**src/rtl/aps_pkg.sv**
```systemverilog
package aps_pkg;

    localparam int MAX_ENTRIES = 16;
    localparam int IDX_W       = $clog2(MAX_ENTRIES);
    localparam int CNT_W       = $clog2(MAX_ENTRIES + 1);
    localparam int PRI_W       = 16;
    localparam int KIND_W      = 2;

    localparam logic [PRI_W-1:0] PRI_MAX = {PRI_W{1'b1}};

    // item kinds
    localparam logic [KIND_W-1:0] KIND_SCHED = 2'd0;
    localparam logic [KIND_W-1:0] KIND_FORK  = 2'd1;
    localparam logic [KIND_W-1:0] KIND_EXIT  = 2'd2;
    localparam logic [KIND_W-1:0] KIND_KILL  = 2'd3;

    // entry status codes
    localparam logic [1:0] ST_EMPTY = 2'd0;
    localparam logic [1:0] ST_READY = 2'd1;
    localparam logic [1:0] ST_RUN   = 2'd2;

    typedef struct packed {
        logic [1:0]       status;
        logic [PRI_W-1:0] pri;
        logic [IDX_W-1:0] parent;
    } entry_t;

    localparam entry_t ENTRY_ROOT = '{status: ST_RUN, pri: PRI_W'(1), parent: '0};

    // broadcast from the controller to every cell
    typedef struct packed {
        logic             age;
        logic             shift;
        logic [IDX_W-1:0] rem_idx;
        logic [IDX_W-1:0] new_par;
        logic [CNT_W-1:0] new_live;
        logic             set_ready;
        logic [IDX_W-1:0] ready_idx;
        logic             set_run;
        logic [IDX_W-1:0] run_idx;
        logic             load;
        logic [IDX_W-1:0] load_idx;
        logic [PRI_W-1:0] load_pri;
        logic [IDX_W-1:0] load_par;
    } cell_cmd_t;

endpackage

```
**src/rtl/aging_priority_process_scheduler_unit.sv**
```systemverilog
// Aging priority scheduler over a table of process entries.
// Command channel: an item (kind, target, exit_zero) is taken at a rising
// edge with start high and busy low; busy then stays high until the result
// is out. Result channel: running, switched, new_index, count and error are
// valid for the single cycle in which done is high; the receiver cannot
// stall, so nothing is held back. running and count also hold their values
// between items.
// Path from the accepting edge to the result: fork and the cases that remove
// nothing finish in the decode state, exit and kill go on to a removal state,
// and schedule ages in the decode state, then loads the best entry, scans
// every live entry and commits in a switch state. The priority scan reads one
// entry per cycle through a single compare unit. Items are handled one at a
// time; start may be raised again in the cycle done is high.
// Reset puts entry 0 running with priority one, all other entries empty,
// count at one, and clears busy and done.
module aging_priority_process_scheduler_unit
    import aps_pkg::*;
(
    input  logic              clk,
    input  logic              rst_n,
    input  logic              start,
    output logic              busy,
    input  logic [KIND_W-1:0] kind,
    input  logic [IDX_W-1:0]  target,
    input  logic              exit_zero,
    output logic              done,
    output logic [IDX_W-1:0]  running,
    output logic              switched,
    output logic [IDX_W-1:0]  new_index,
    output logic [CNT_W-1:0]  count,
    output logic              error
);

    // each cell holds one table entry; removal makes every cell at or above the
    // removed index take its upper neighbour's entry, with the parent relink done in-cell
    entry_t [MAX_ENTRIES-1:0] entries;
    entry_t [MAX_ENTRIES:0]   chain;
    cell_cmd_t                cmd;

    assign chain[MAX_ENTRIES] = '0;   // slot above the top cell reads empty

    genvar g;
    generate
        for (g = 0; g < MAX_ENTRIES; g++)
        begin : g_cell
            aps_cell u_cell (
                .clk   (clk),
                .rst_n (rst_n),
                .idx   (IDX_W'(g)),
                .up    (chain[g+1]),
                .cmd   (cmd),
                .entry (entries[g])
            );
            assign chain[g] = entries[g];
        end
    endgenerate

    // sequencer: decode, aging, scan, commit
    aps_ctrl u_ctrl (
        .clk       (clk),
        .rst_n     (rst_n),
        .start     (start),
        .kind      (kind),
        .target    (target),
        .exit_zero (exit_zero),
        .entries   (entries),
        .cmd       (cmd),
        .busy      (busy),
        .done      (done),
        .running   (running),
        .switched  (switched),
        .new_index (new_index),
        .count     (count),
        .error     (error)
    );

endmodule

```
**src/rtl/aps_cell.sv**
```systemverilog
module aps_cell
    import aps_pkg::*;
(
    input  logic             clk,
    input  logic             rst_n,
    input  logic [IDX_W-1:0] idx,
    input  entry_t           up,
    input  cell_cmd_t        cmd,
    output entry_t           entry
);

    entry_t           entry_reg;
    entry_t           entry_next;
    entry_t           src;
    logic [IDX_W-1:0] q;

    always_comb
    begin
        entry_next = entry_reg;
        src        = entry_reg;
        q          = entry_reg.parent;

        if (cmd.age)
        begin
            if (entry_reg.status == ST_READY)
            begin
                if (entry_reg.pri != PRI_MAX)
                begin
                    entry_next.pri = entry_reg.pri + PRI_W'(1);
                end
            end
            else if (entry_reg.status == ST_RUN)
            begin
                entry_next.pri = '0;
            end
        end

        // removal: take the upper neighbour's entry, then relink the parent
        if (cmd.shift)
        begin
            if (idx >= cmd.rem_idx)
            begin
                src = up;
            end
            q = src.parent;
            if (CNT_W'(idx) < cmd.new_live)
            begin
                if (q == cmd.rem_idx)
                begin
                    q = cmd.new_par;
                end
                else if (q > cmd.rem_idx)
                begin
                    q = q - IDX_W'(1);
                end
                if (CNT_W'(q) >= cmd.new_live)
                begin
                    q = '0;
                end
            end
            entry_next        = src;
            entry_next.parent = q;
        end

        if (cmd.set_ready && (idx == cmd.ready_idx))
        begin
            entry_next.status = ST_READY;
        end
        if (cmd.set_run && (idx == cmd.run_idx))
        begin
            entry_next.status = ST_RUN;
        end

        if (cmd.load && (idx == cmd.load_idx))
        begin
            entry_next.status = ST_READY;
            entry_next.pri    = cmd.load_pri;
            entry_next.parent = cmd.load_par;
        end
    end

    always_ff @(posedge clk or negedge rst_n)
    begin
        if (!rst_n)
        begin
            entry_reg <= (idx == '0) ? ENTRY_ROOT : '0;
        end
        else
        begin
            entry_reg <= entry_next;
        end
    end

    assign entry = entry_reg;

endmodule

```
**src/rtl/aps_ctrl.sv**
```systemverilog
module aps_ctrl
    import aps_pkg::*;
(
    input  logic                          clk,
    input  logic                          rst_n,
    input  logic                          start,
    input  logic [KIND_W-1:0]             kind,
    input  logic [IDX_W-1:0]              target,
    input  logic                          exit_zero,
    input  entry_t [MAX_ENTRIES-1:0]      entries,
    output cell_cmd_t                     cmd,
    output logic                          busy,
    output logic                          done,
    output logic [IDX_W-1:0]              running,
    output logic                          switched,
    output logic [IDX_W-1:0]              new_index,
    output logic [CNT_W-1:0]              count,
    output logic                          error
);

    typedef enum logic [5:0] {
        S_IDLE   = 6'b000001,
        S_EXEC   = 6'b000010,
        S_BEST   = 6'b000100,
        S_SCAN   = 6'b001000,
        S_SWITCH = 6'b010000,
        S_REMOVE = 6'b100000
    } state_t;

    state_t            state_reg, state_next;
    logic [KIND_W-1:0] kind_reg, kind_next;
    logic [IDX_W-1:0]  target_reg, target_next;
    logic              exz_reg, exz_next;
    logic [IDX_W-1:0]  run_reg, run_next;
    logic [CNT_W-1:0]  live_reg, live_next;
    logic [IDX_W-1:0]  idx_reg, idx_next;
    logic [PRI_W-1:0]  best_reg, best_next;
    logic [IDX_W-1:0]  win_reg, win_next;
    logic [IDX_W-1:0]  rem_reg, rem_next;
    logic [IDX_W-1:0]  np_reg, np_next;
    logic              sw_reg, sw_next;
    logic [IDX_W-1:0]  new_reg, new_next;
    logic              err_reg, err_next;
    logic              done_reg, done_next;

    logic [IDX_W-1:0]  rem_sel;
    logic [IDX_W-1:0]  par_sel;
    logic [IDX_W-1:0]  np_calc;
    logic [CNT_W-1:0]  live_m1;

    assign live_m1 = live_reg - CNT_W'(1);
    assign rem_sel = (kind_reg == KIND_EXIT) ? run_reg : target_reg;
    assign par_sel = entries[rem_sel].parent;

    // parent's index once the removed entry is gone
    always_comb
    begin
        if (par_sel < rem_sel)
        begin
            np_calc = par_sel;
        end
        else if (par_sel == rem_sel)
        begin
            np_calc = rem_sel;
        end
        else
        begin
            np_calc = par_sel - IDX_W'(1);
        end
        if (CNT_W'(np_calc) >= live_m1)
        begin
            np_calc = '0;
        end
    end

    always_comb
    begin
        state_next  = state_reg;
        kind_next   = kind_reg;
        target_next = target_reg;
        exz_next    = exz_reg;
        run_next    = run_reg;
        live_next   = live_reg;
        idx_next    = idx_reg;
        best_next   = best_reg;
        win_next    = win_reg;
        rem_next    = rem_reg;
        np_next     = np_reg;
        sw_next     = sw_reg;
        new_next    = new_reg;
        err_next    = err_reg;
        done_next   = 1'b0;
        cmd         = '0;

        case (state_reg)
            S_IDLE:
            begin
                if (start)
                begin
                    kind_next   = kind;
                    target_next = target;
                    exz_next    = exit_zero;
                    sw_next     = 1'b0;
                    new_next    = '0;
                    err_next    = 1'b0;
                    state_next  = S_EXEC;
                end
            end

            S_EXEC:
            begin
                case (kind_reg)
                    KIND_SCHED:
                    begin
                        cmd.age    = 1'b1;
                        state_next = S_BEST;
                    end
                    KIND_FORK:
                    begin
                        if (live_reg >= CNT_W'(MAX_ENTRIES))
                        begin
                            err_next = 1'b1;
                        end
                        else
                        begin
                            cmd.load     = 1'b1;
                            cmd.load_idx = live_reg[IDX_W-1:0];
                            cmd.load_pri = entries[run_reg].pri;
                            cmd.load_par = run_reg;
                            new_next     = live_reg[IDX_W-1:0];
                            live_next    = live_reg + CNT_W'(1);
                        end
                        done_next  = 1'b1;
                        state_next = S_IDLE;
                    end
                    KIND_EXIT:
                    begin
                        if (exz_reg && (live_reg >= CNT_W'(2)))
                        begin
                            rem_next   = rem_sel;
                            np_next    = np_calc;
                            state_next = S_REMOVE;
                        end
                        else
                        begin
                            done_next  = 1'b1;
                            state_next = S_IDLE;
                        end
                    end
                    KIND_KILL:
                    begin
                        if ((CNT_W'(target_reg) >= live_reg) || (live_reg < CNT_W'(2)))
                        begin
                            err_next   = 1'b1;
                            done_next  = 1'b1;
                            state_next = S_IDLE;
                        end
                        else
                        begin
                            rem_next   = rem_sel;
                            np_next    = np_calc;
                            state_next = S_REMOVE;
                        end
                    end
                    default:
                    begin
                        state_next = S_IDLE;
                    end
                endcase
            end

            S_BEST:
            begin
                best_next  = entries[run_reg].pri;
                win_next   = run_reg;
                idx_next   = '0;
                state_next = S_SCAN;
            end

            S_SCAN:
            begin
                if (entries[idx_reg].pri >= best_reg)
                begin
                    best_next = entries[idx_reg].pri;
                    win_next  = idx_reg;
                end
                if (CNT_W'(idx_reg) == live_m1)
                begin
                    state_next = S_SWITCH;
                end
                else
                begin
                    idx_next = idx_reg + IDX_W'(1);
                end
            end

            S_SWITCH:
            begin
                if (win_reg != run_reg)
                begin
                    cmd.set_ready = 1'b1;
                    cmd.ready_idx = run_reg;
                    cmd.set_run   = 1'b1;
                    cmd.run_idx   = win_reg;
                    run_next      = win_reg;
                    sw_next       = 1'b1;
                end
                done_next  = 1'b1;
                state_next = S_IDLE;
            end

            S_REMOVE:
            begin
                cmd.shift    = 1'b1;
                cmd.rem_idx  = rem_reg;
                cmd.new_par  = np_reg;
                cmd.new_live = live_m1;
                live_next    = live_m1;
                if (rem_reg == run_reg)
                begin
                    cmd.set_run = 1'b1;
                    cmd.run_idx = np_reg;
                    run_next    = np_reg;
                    sw_next     = 1'b1;
                end
                else if (rem_reg < run_reg)
                begin
                    run_next = run_reg - IDX_W'(1);
                end
                done_next  = 1'b1;
                state_next = S_IDLE;
            end

            default:
            begin
                state_next = S_IDLE;
            end
        endcase
    end

    always_ff @(posedge clk or negedge rst_n)
    begin
        if (!rst_n)
        begin
            state_reg <= S_IDLE;
            run_reg   <= '0;
            live_reg  <= CNT_W'(1);
            done_reg  <= 1'b0;
            sw_reg    <= 1'b0;
            new_reg   <= '0;
            err_reg   <= 1'b0;
        end
        else
        begin
            state_reg <= state_next;
            run_reg   <= run_next;
            live_reg  <= live_next;
            done_reg  <= done_next;
            sw_reg    <= sw_next;
            new_reg   <= new_next;
            err_reg   <= err_next;
        end
    end

    always_ff @(posedge clk)
    begin
        kind_reg   <= kind_next;
        target_reg <= target_next;
        exz_reg    <= exz_next;
        idx_reg    <= idx_next;
        best_reg   <= best_next;
        win_reg    <= win_next;
        rem_reg    <= rem_next;
        np_reg     <= np_next;
    end

    assign busy      = (state_reg != S_IDLE);
    assign done      = done_reg;
    assign running   = run_reg;
    assign switched  = sw_reg;
    assign new_index = new_reg;
    assign count     = live_reg;
    assign error     = err_reg;

endmodule

```
**config.mk**
```make
export PLATFORM = sky130hd
export DESIGN_NAME = aging_priority_process_scheduler_unit
export DESIGN_NICKNAME = d
export VERILOG_FILES = /design/src/rtl/aps_pkg.sv /design/src/rtl/aging_priority_process_scheduler_unit.sv /design/src/rtl/aps_cell.sv /design/src/rtl/aps_ctrl.sv
export SDC_FILE = /design/constraint.sdc
export NUM_CORES = 2
export LEC_CHECK = 0
export BUFFER_PORTS_ARGS = -buffer_cell sky130_fd_sc_hd__buf_4
export CAP_MARGIN = 20
export CORE_MARGIN = 1.5
export CORE_UTILIZATION = 35
export DETAILED_ROUTE_END_ITERATION = 8
export SLEW_MARGIN = 10
export SYNTH_ARGS = -nofsm -noshare
export SYNTH_HDL_FRONTEND = slang
export SYNTH_SLANG_ARGS = --single-unit
```
**constraint.sdc**
```tcl
create_clock -name clk -period 5.8 [get_ports clk]
set_clock_uncertainty 0.2 [all_clocks]
set_input_delay 0.58 -clock clk [delete_from_list [all_inputs] [get_ports clk]]
set_output_delay 0.58 -clock clk [all_outputs]
set_load 0.005 [all_outputs]
```
Word level (Yosys, flattened, before mapping)
Index checks and enable logic that the tools add are counted.
{"block": "totals", "ff_bits": 413, "latchBits": 0, "mem_bits_rw": 0, "romBits": 0, "input_bits": 10, "out_inout_bits": 17, "elab_cells": 844, "mem_count": 0}
{"block": "op_classes", "addsub": 37, "n_mul": 0, "div": 0, "n_lt_le_gt_ge": 75, "eq_ne": 169, "n_shift": 0, "n_mux": 317, "n_bitwise": 0, "reduce_logical": 183}
{"op": "22-bit two-way mux", "count": 64}
{"op": "16-bit two-way mux", "count": 65}
{"op": "4-bit two-way mux", "count": 113}
{"op": "22-bit binary-select mux with 4-bit select", "count": 3}
{"op": "16-bit by 1-bit adder with 16-bit output (second input constant)", "count": 16}
{"op": "16-bit inequality test (second input constant)", "count": 16}
{"op": "4-bit nonzero test", "count": 48}
{"op": "4-bit equality test (first input constant)", "count": 24}
{"op": "4-bit by 5-bit >= comparator with 1-bit output", "count": 18}
{"op": "4-bit AND reduction", "count": 19}
{"op": "25-bit two-way mux", "count": 3}
{"op": "4-bit equality test", "count": 18}
{"op": "4-bit by 1-bit subtractor with 4-bit output (second input constant)", "count": 18}
{"op": "4-bit greater-than comparator", "count": 16}
{"op": "2-bit two-way mux", "count": 32}
{"op": "4-bit inequality test (second input constant)", "count": 16}
{"op": "3-bit by 1-bit inequality test with 1-bit output (second input constant)", "count": 17}
{"op": "3-bit nonzero test", "count": 17}
{"op": "1-bit logical AND", "count": 49}
{"op": "3-bit by 4-bit equality test with 1-bit output (first input constant)", "count": 12}
{"op": "4-bit one-hot mux with 2 select lines", "count": 6}
{"op": "6-bit one-hot mux with 4 select lines", "count": 2}
{"op": "2-bit nonzero test", "count": 21}
{"op": "4-bit by 5-bit less-than comparator with 1-bit output (first input constant)", "count": 8}
{"op": "50 further kinds", "count": 160}

Depth between registers and ports, before layout
{"block": "logic_depth", "depth_word": 17, "mapped_depth": 27, "mapped_depth_nobuf": 25}

Least setup slack after synthesis
OpenSTA, ideal clock, no wires.
{"block": "synth_timing", "path_type": "reg2reg", "startpoint": "register u_ctrl.state_reg[1]", "endpoint": "register g_cell[10].u_cell.entry_reg (netlist bit g_cell[10].u_cell.entry[3])", "setup_time_ns": 0.087, "arrival_ns": 5.681, "t_required_ns": 5.513, "path_slack_ns": -0.167, "stages_incl_launch_ff": 26, "n_path_buf": 7, "period_less_slack_ns": 5.967, "cell_sequence": "dfrtp_1 > buf_6 > or4_4 > buf_6 > buf_12 > nor2_2 > buf_2 > buf_1 > buf_1 > buf_1 > nand2_1 > ha_1 > a2111o_1 > a221oi_2 > nand2b_2 > nand3_1 > o21ai_0 > ha_1 > nand2b_1 > a21o_1 > a21oi_1 > nor2b_1 > o21ai_0 > nand3_1 > or4_1 > o211ai_1"}
{"block": "synth_between", "elab_chain_len": 15, "elab_cells_between_ends": 23, "classes_between": "1 x add/sub; 4 x order compare; 4 x eq/ne; 12 x mux; 2 x reduce/logical"}
{"item": "from (decl)", "line_no": "aps_ctrl.sv:30", "source": "state_t state_reg, state_next;"}
{"item": "from (signal assigned)", "line_no": "aps_ctrl.sv:255", "source": "state_reg <= state_next;"}
{"item": "6-bit equality test", "line_no": "aps_ctrl.sv:95", "source": "case (state_reg)"}
{"item": "14-bit two-way mux", "line_no": "aps_ctrl.sv:95"}
{"item": "4-bit >= comparator", "line_no": "aps_cell.sv:41", "source": "if (idx >= cmd.rem_idx)"}
{"item": "22-bit two-way mux", "line_no": "aps_cell.sv:41"}
{"item": "22-bit two-way mux", "line_no": "aps_cell.sv:39", "source": "if (cmd.shift)"}
{"item": "4-bit by 1-bit subtractor with 4-bit output / 4-bit greater-than comparator (equally long branches)", "line_no": "aps_cell.sv:54, aps_cell.sv:52"}
{"item": "4-bit two-way mux", "line_no": "aps_cell.sv:52", "source": "else if (q > cmd.rem_idx)"}
{"item": "4-bit two-way mux", "line_no": "aps_cell.sv:48", "source": "if (q == cmd.rem_idx)"}
{"item": "4-bit two-way mux", "line_no": "aps_cell.sv:46", "source": "if (CNT_W'(idx) < cmd.new_live)"}
{"item": "4-bit two-way mux", "line_no": "aps_cell.sv:39"}
{"item": "4-bit by 5-bit >= comparator with 1-bit output", "line_no": "aps_cell.sv:56", "source": "if (CNT_W'(q) >= cmd.new_live)"}
{"item": "4-bit two-way mux", "line_no": "aps_cell.sv:56"}
{"item": "4-bit two-way mux", "line_no": "aps_cell.sv:46"}
{"item": "22-bit two-way mux", "line_no": "aps_cell.sv:39"}
{"item": "22-bit two-way mux", "line_no": "aps_cell.sv:74", "source": "if (cmd.load && (idx == cmd.load_idx))"}
{"item": "to (signal assigned)", "line_no": "aps_cell.sv:86", "source": "entry_reg <= (idx == '0) ? ENTRY_ROOT : '0;"}
{"item": "to (signal assigned)", "line_no": "aps_cell.sv:90", "source": "entry_reg <= entry_next;"}
{"item": "to (decl)", "line_no": "aps_cell.sv:12", "source": "entry_t entry_reg;"}
Parallel ways exist; a longest one is shown, timed or not. The select of a mux whose other input is x is not followed.
A chain may end at the register's enable or synchronous reset.

Final worst setup path
{"block": "layout_timing", "startpoint": "register u_ctrl.state_reg[1]", "endpoint": "register g_cell[0].u_cell.entry_reg (netlist bit g_cell[0].u_cell.entry[0])"}
{"block": "layout_between", "elab_chain_len": 15, "elab_cells_between_ends": 23, "classes_between": "1 x add/sub; 4 x order compare; 3 x eq/ne; 12 x mux; 3 x reduce/logical"}
{"item": "6-bit equality test", "line_no": "aps_ctrl.sv:95"}
{"item": "14-bit two-way mux", "line_no": "aps_ctrl.sv:95"}
{"item": "1-bit by 4-bit >= comparator with 1-bit output", "line_no": "aps_cell.sv:41"}
{"item": "22-bit two-way mux", "line_no": "aps_cell.sv:41"}
{"item": "22-bit two-way mux", "line_no": "aps_cell.sv:39"}
{"item": "4-bit by 1-bit subtractor with 4-bit output / 4-bit greater-than comparator (equally long branches)", "line_no": "aps_cell.sv:54, aps_cell.sv:52"}
{"item": "4-bit two-way mux", "line_no": "aps_cell.sv:52"}
{"item": "4-bit two-way mux", "line_no": "aps_cell.sv:48"}
{"item": "4-bit two-way mux", "line_no": "aps_cell.sv:46"}
{"item": "4-bit two-way mux", "line_no": "aps_cell.sv:39"}
{"item": "4-bit by 5-bit >= comparator with 1-bit output", "line_no": "aps_cell.sv:56"}
{"item": "4-bit two-way mux", "line_no": "aps_cell.sv:56"}
{"item": "4-bit two-way mux", "line_no": "aps_cell.sv:46"}
{"item": "22-bit two-way mux", "line_no": "aps_cell.sv:39"}
{"item": "22-bit two-way mux", "line_no": "aps_cell.sv:74"}
{"item": "to (signal assigned)", "line_no": "aps_cell.sv:86"}
{"item": "to (signal assigned)", "line_no": "aps_cell.sv:90"}
{"item": "to (decl)", "line_no": "aps_cell.sv:12"}
Parallel ways exist; a longest one is shown, timed or not. The select of a mux whose other input is x is not followed.

==> flow_summary.json <==
{
  "fin_tns_setup_ns": 0,
  "die_h_um": 335,
  "period_needed_ns": 5.47,
  "final.period_utilization_pct": 94.2,
  "cp_slowest_cell": "or4_4",
  "irDropWorstVdd_mv": 0.259,
  "worstSkewPairLatency_ns": 0.68,
  "drtIter0Drc": 5719,
  "fillers": 11000,
  "seq_area_frac_synth_pct": 27.4,
  "rsz0062_at_grt": "false",
  "tritoncts": "yes",
  "grt_pass1_wl_um": 256000,
  "ant_nets": 0,
  "cpMostUsedCell": "nor2_1",
  "grt_max_degree": 126,
  "power.density_nw_per_um2": 231,
  "fmax_ghz": 0.183,
  "post_drt_wl_per_cell_um": 29.5,
  "synth_commonest_cells": "nand2_1, o21ai_0, nor2_1",
  "htreeDepth": 2,
  "ys_seq_elements": 413,
  "grt_pass1_vias": 36800,
  "leakage_nw": 16.8,
  "r2r-start": "u_ctrl.state_reg[1]",
  "whs_path_depth": 2,
  "worst_hold_slack_ns": 0.290,
  "clockRootBuffer": "clkbuf_16",
  "critPathTopFamily": "simple AND/OR/NAND/NOR gates",
  "yosys.area.top_type_share_pct": 24.0,
  "synth.avg_cell_area_um2": 8.44,
  "rr_worst_depth": 19,
  "place.gp.congestion": 1.02,
  "drive_gt1_share_pct": 13.0,
  "start_util_pct": 35.3,
  "vias": 40100,
  "setup_viol": 0,
  "vias_per_cell": 6.75,
  "ys.flop_type": "dfrtp_1",
  "report.final.slew_viol_count": 0,
  "max_cap_viol_count": 0,
  "slew_headroom_pct": 12.2,
  "synth_edf_count": 39,
  "routed_wl_um": 175000,
  "hpwl_um": 127000,
  "worst_ep_arrival_time_ns": 5.75,
  "synthSimpleGateAreaFrac_pct": 19.3,
  "drc": 0,
  "synth_fp_nets": 4746,
  "antenna_found_initial": 21,
  "timing.rr.end": "g_cell[0].u_cell.entry[0]",
  "grt_overflow_total": 0,
  "netlist-cell-type-count": 118,
  "ys_top_cells_by_area": "dfrtp_1, mux4_2, ha_1",
  "hp-class": "reg2reg",
  "post_dp_cell_area_um2": 40600,
  "syn_area_um2": 38500,
  "run_status": "finished clean",
  "core_um2": 109000,
  "grt_use_total_pct": 30.5,
  "ys_warn_count": 0,
  "die_w_um": 335,
  "crit_path_start_kind": "flop",
  "crit_type": "reg2reg",
  "synth_most_common_cell": "nand2_1",
  "netlist_instances": 4564,
  "synthMuxAreaShare_pct": 12.8,
  "cp-end-kind": "flop",
  "drt-pass1-iter-count": 6,
  "die-area_um2": 112000,
  "rows": 121,
  "crit_fanout": 11,
  "synth-xor-area-share_pct": 4.53,
  "io_pins": 27,
  "min-delay-start": "g_cell[10].u_cell.entry[21]",
  "synth_top_family_by_area": "compound AO/OA/AOI/OAI gates",
  "preCtsSetupSlack_ns": 0.341,
  "synthArstFlopShare_pct": 90.6,
  "cp.buffers_inverters": 1,
  "design_area_um2": 42600,
  "reg2reg_slack_ns": 0.33,
  "hold_viol": 0,
  "max_stage_delay_ns": 0.74,
  "largest_reg_flops": 352,
  "tightest_slew_ns": 1.31,
  "worstHoldEndpoint": "g_cell[9].u_cell.entry[21]",
  "clk_pin_slew_ns": 0.06,
  "crit_required_ns": 6.08,
  "synth_largest_area_cell": "dfrtp_1",
  "layout_setup_ws_ns": 0.335,
  "area_growth_pct": 10.6,
  "portBuffers": 26,
  "clockBufferDepth": 3,
  "num-nets-final": 4663,
  "cp_cell_sequence": "or4_4 -> buf_4 -> nor3_4 -> mux2_2 -> ha_1 -> nor2_1 -> a211oi_1 -> a21oi_1 -> nor3_1 -> xnor2_1 -> o21ai_0 -> ha_1 -> o21ai_0 -> a21oi_1 -> nor2_1 -> nor2_1 -> nor2_1 -> a31oi_1 -> a31oi_1",
  "synth_fa_ha_area_share_pct": 5.62,
  "cts_sinks": 413,
  "synth_compound_area_share_pct": 24.9,
  "cts_made_buffers": 52
}
[where the power goes]
group / internal [mW] / switching [mW] / total [mW]
sequential: 3.10 / 0.307 / 3.41
clock: 2.03 / 1.49 / 3.52
combinational: 0.932 / 1.99 / 2.92
total: 6.06 / 3.79 / 9.85
[placed cells by master, fill, tap and decap left out, drive strengths merged, types with 59 or more instances in the layout]
| cell type | instances |
|---|---|
| nand2 | 498 |
| o21ai | 436 |
| nor2 | 379 |
| dfrtp | 370 |
| a21oi | 220 |
| buf | 216 |
| ha | 172 |
| nand3 | 164 |
| inv | 163 |
| mux4 | 162 |
| xnor2 | 123 |
| nor3 | 118 |
| a22oi | 91 |
| mux2i | 86 |
| and3 | 83 |
| xor2 | 76 |
| clkbuf | 76 |
| a221oi | 73 |
| a221o | 65 |
| a21o | 59 |
[stage by stage]
step                      total power [mW]  instances  utilization (%)
after global placement                6.19       5820             37.2
final                                 9.85       5943             39.1
after CTS                             9.71       5926             38.9
after floorplan                       5.02       4564                -
after detailed placement              6.20       5821             37.2
after global routing                  10.1       5937             39.0
[what timing repair did]
action,4_1_cts,5_1_grt
setup buffers,0,5
gates resized for setup,0,4
setup endpoints to repair,0,4
hold endpoints to repair,77,0
hold buffers,9,0
[cells by family after synthesis]
| family | after synthesis |
|---|---|
| mux | 282 |
| fa+ha+maj | 173 |
| flops | 413 |
| compound gates | 1418 |
| simple gates | 1548 |
| buf+inv | 531 |
| xor+xnor | 199 |
[routing by layer]
layer  global-route usage, %  part of all wire, %  vias to the layer above
met5                       0                0.085                        -
met4                    16.8                  6.6                       22
met3                    8.50                   12                      621
met2                    45.1                   42                     2577
met1                    40.0                   39                    19800
li1                        -                    -                    17100
[worst register-to-register path: cells and delay by family, from the launching register on]
family / cells / cell delay [ns]
muxes: 1 / 0.45
buffers and inverters: 1 / 0.24
DFF: 1 / 0.50
adders and majority gates: 2 / 0.60
and+or+nand+nor: 7 / 1.88
AOI/OAI and AO/OA: 7 / 1.23
xor gates and xnor gates: 1 / 0.17
[area by class of cell]
type	instances	area, um2	area share (%)
Antenna cell	6	15.0	0.0353
Clock buffer	76	1470	3.46
Clock inverter	20	293	0.688
Inverter	168	638	1.50
Multi-Input combinational cell	3621	26000	61.1
Sequential cell	413	10500	24.8
Tap cell	1414	1770	4.16
Timing Repair Buffer	225	1830	4.31
[how the worst max path moves through the flow]
| stage | startpoint | to | cells past startpoint |
|---|---|---|---|
| final | u_ctrl.state_reg[1] | g_cell[0].u_cell.entry[0] | 19 |
| after global routing | u_ctrl.state_reg[1] | g_cell[5].u_cell.entry[2] | 19 |
| after CTS | u_ctrl.state_reg[1] | g_cell[5].u_cell.entry[2] | 19 |
| after detailed placement | u_ctrl.state_reg[1] | g_cell[5].u_cell.entry[2] | 19 |
| after global placement | u_ctrl.state_reg[1] | g_cell[2].u_cell.entry[2] | 20 |
| after floorplan | u_ctrl.state_reg[1] | g_cell[10].u_cell.entry[3] | 25 |
Note: power is estimated with default switching activity, not from simulation.
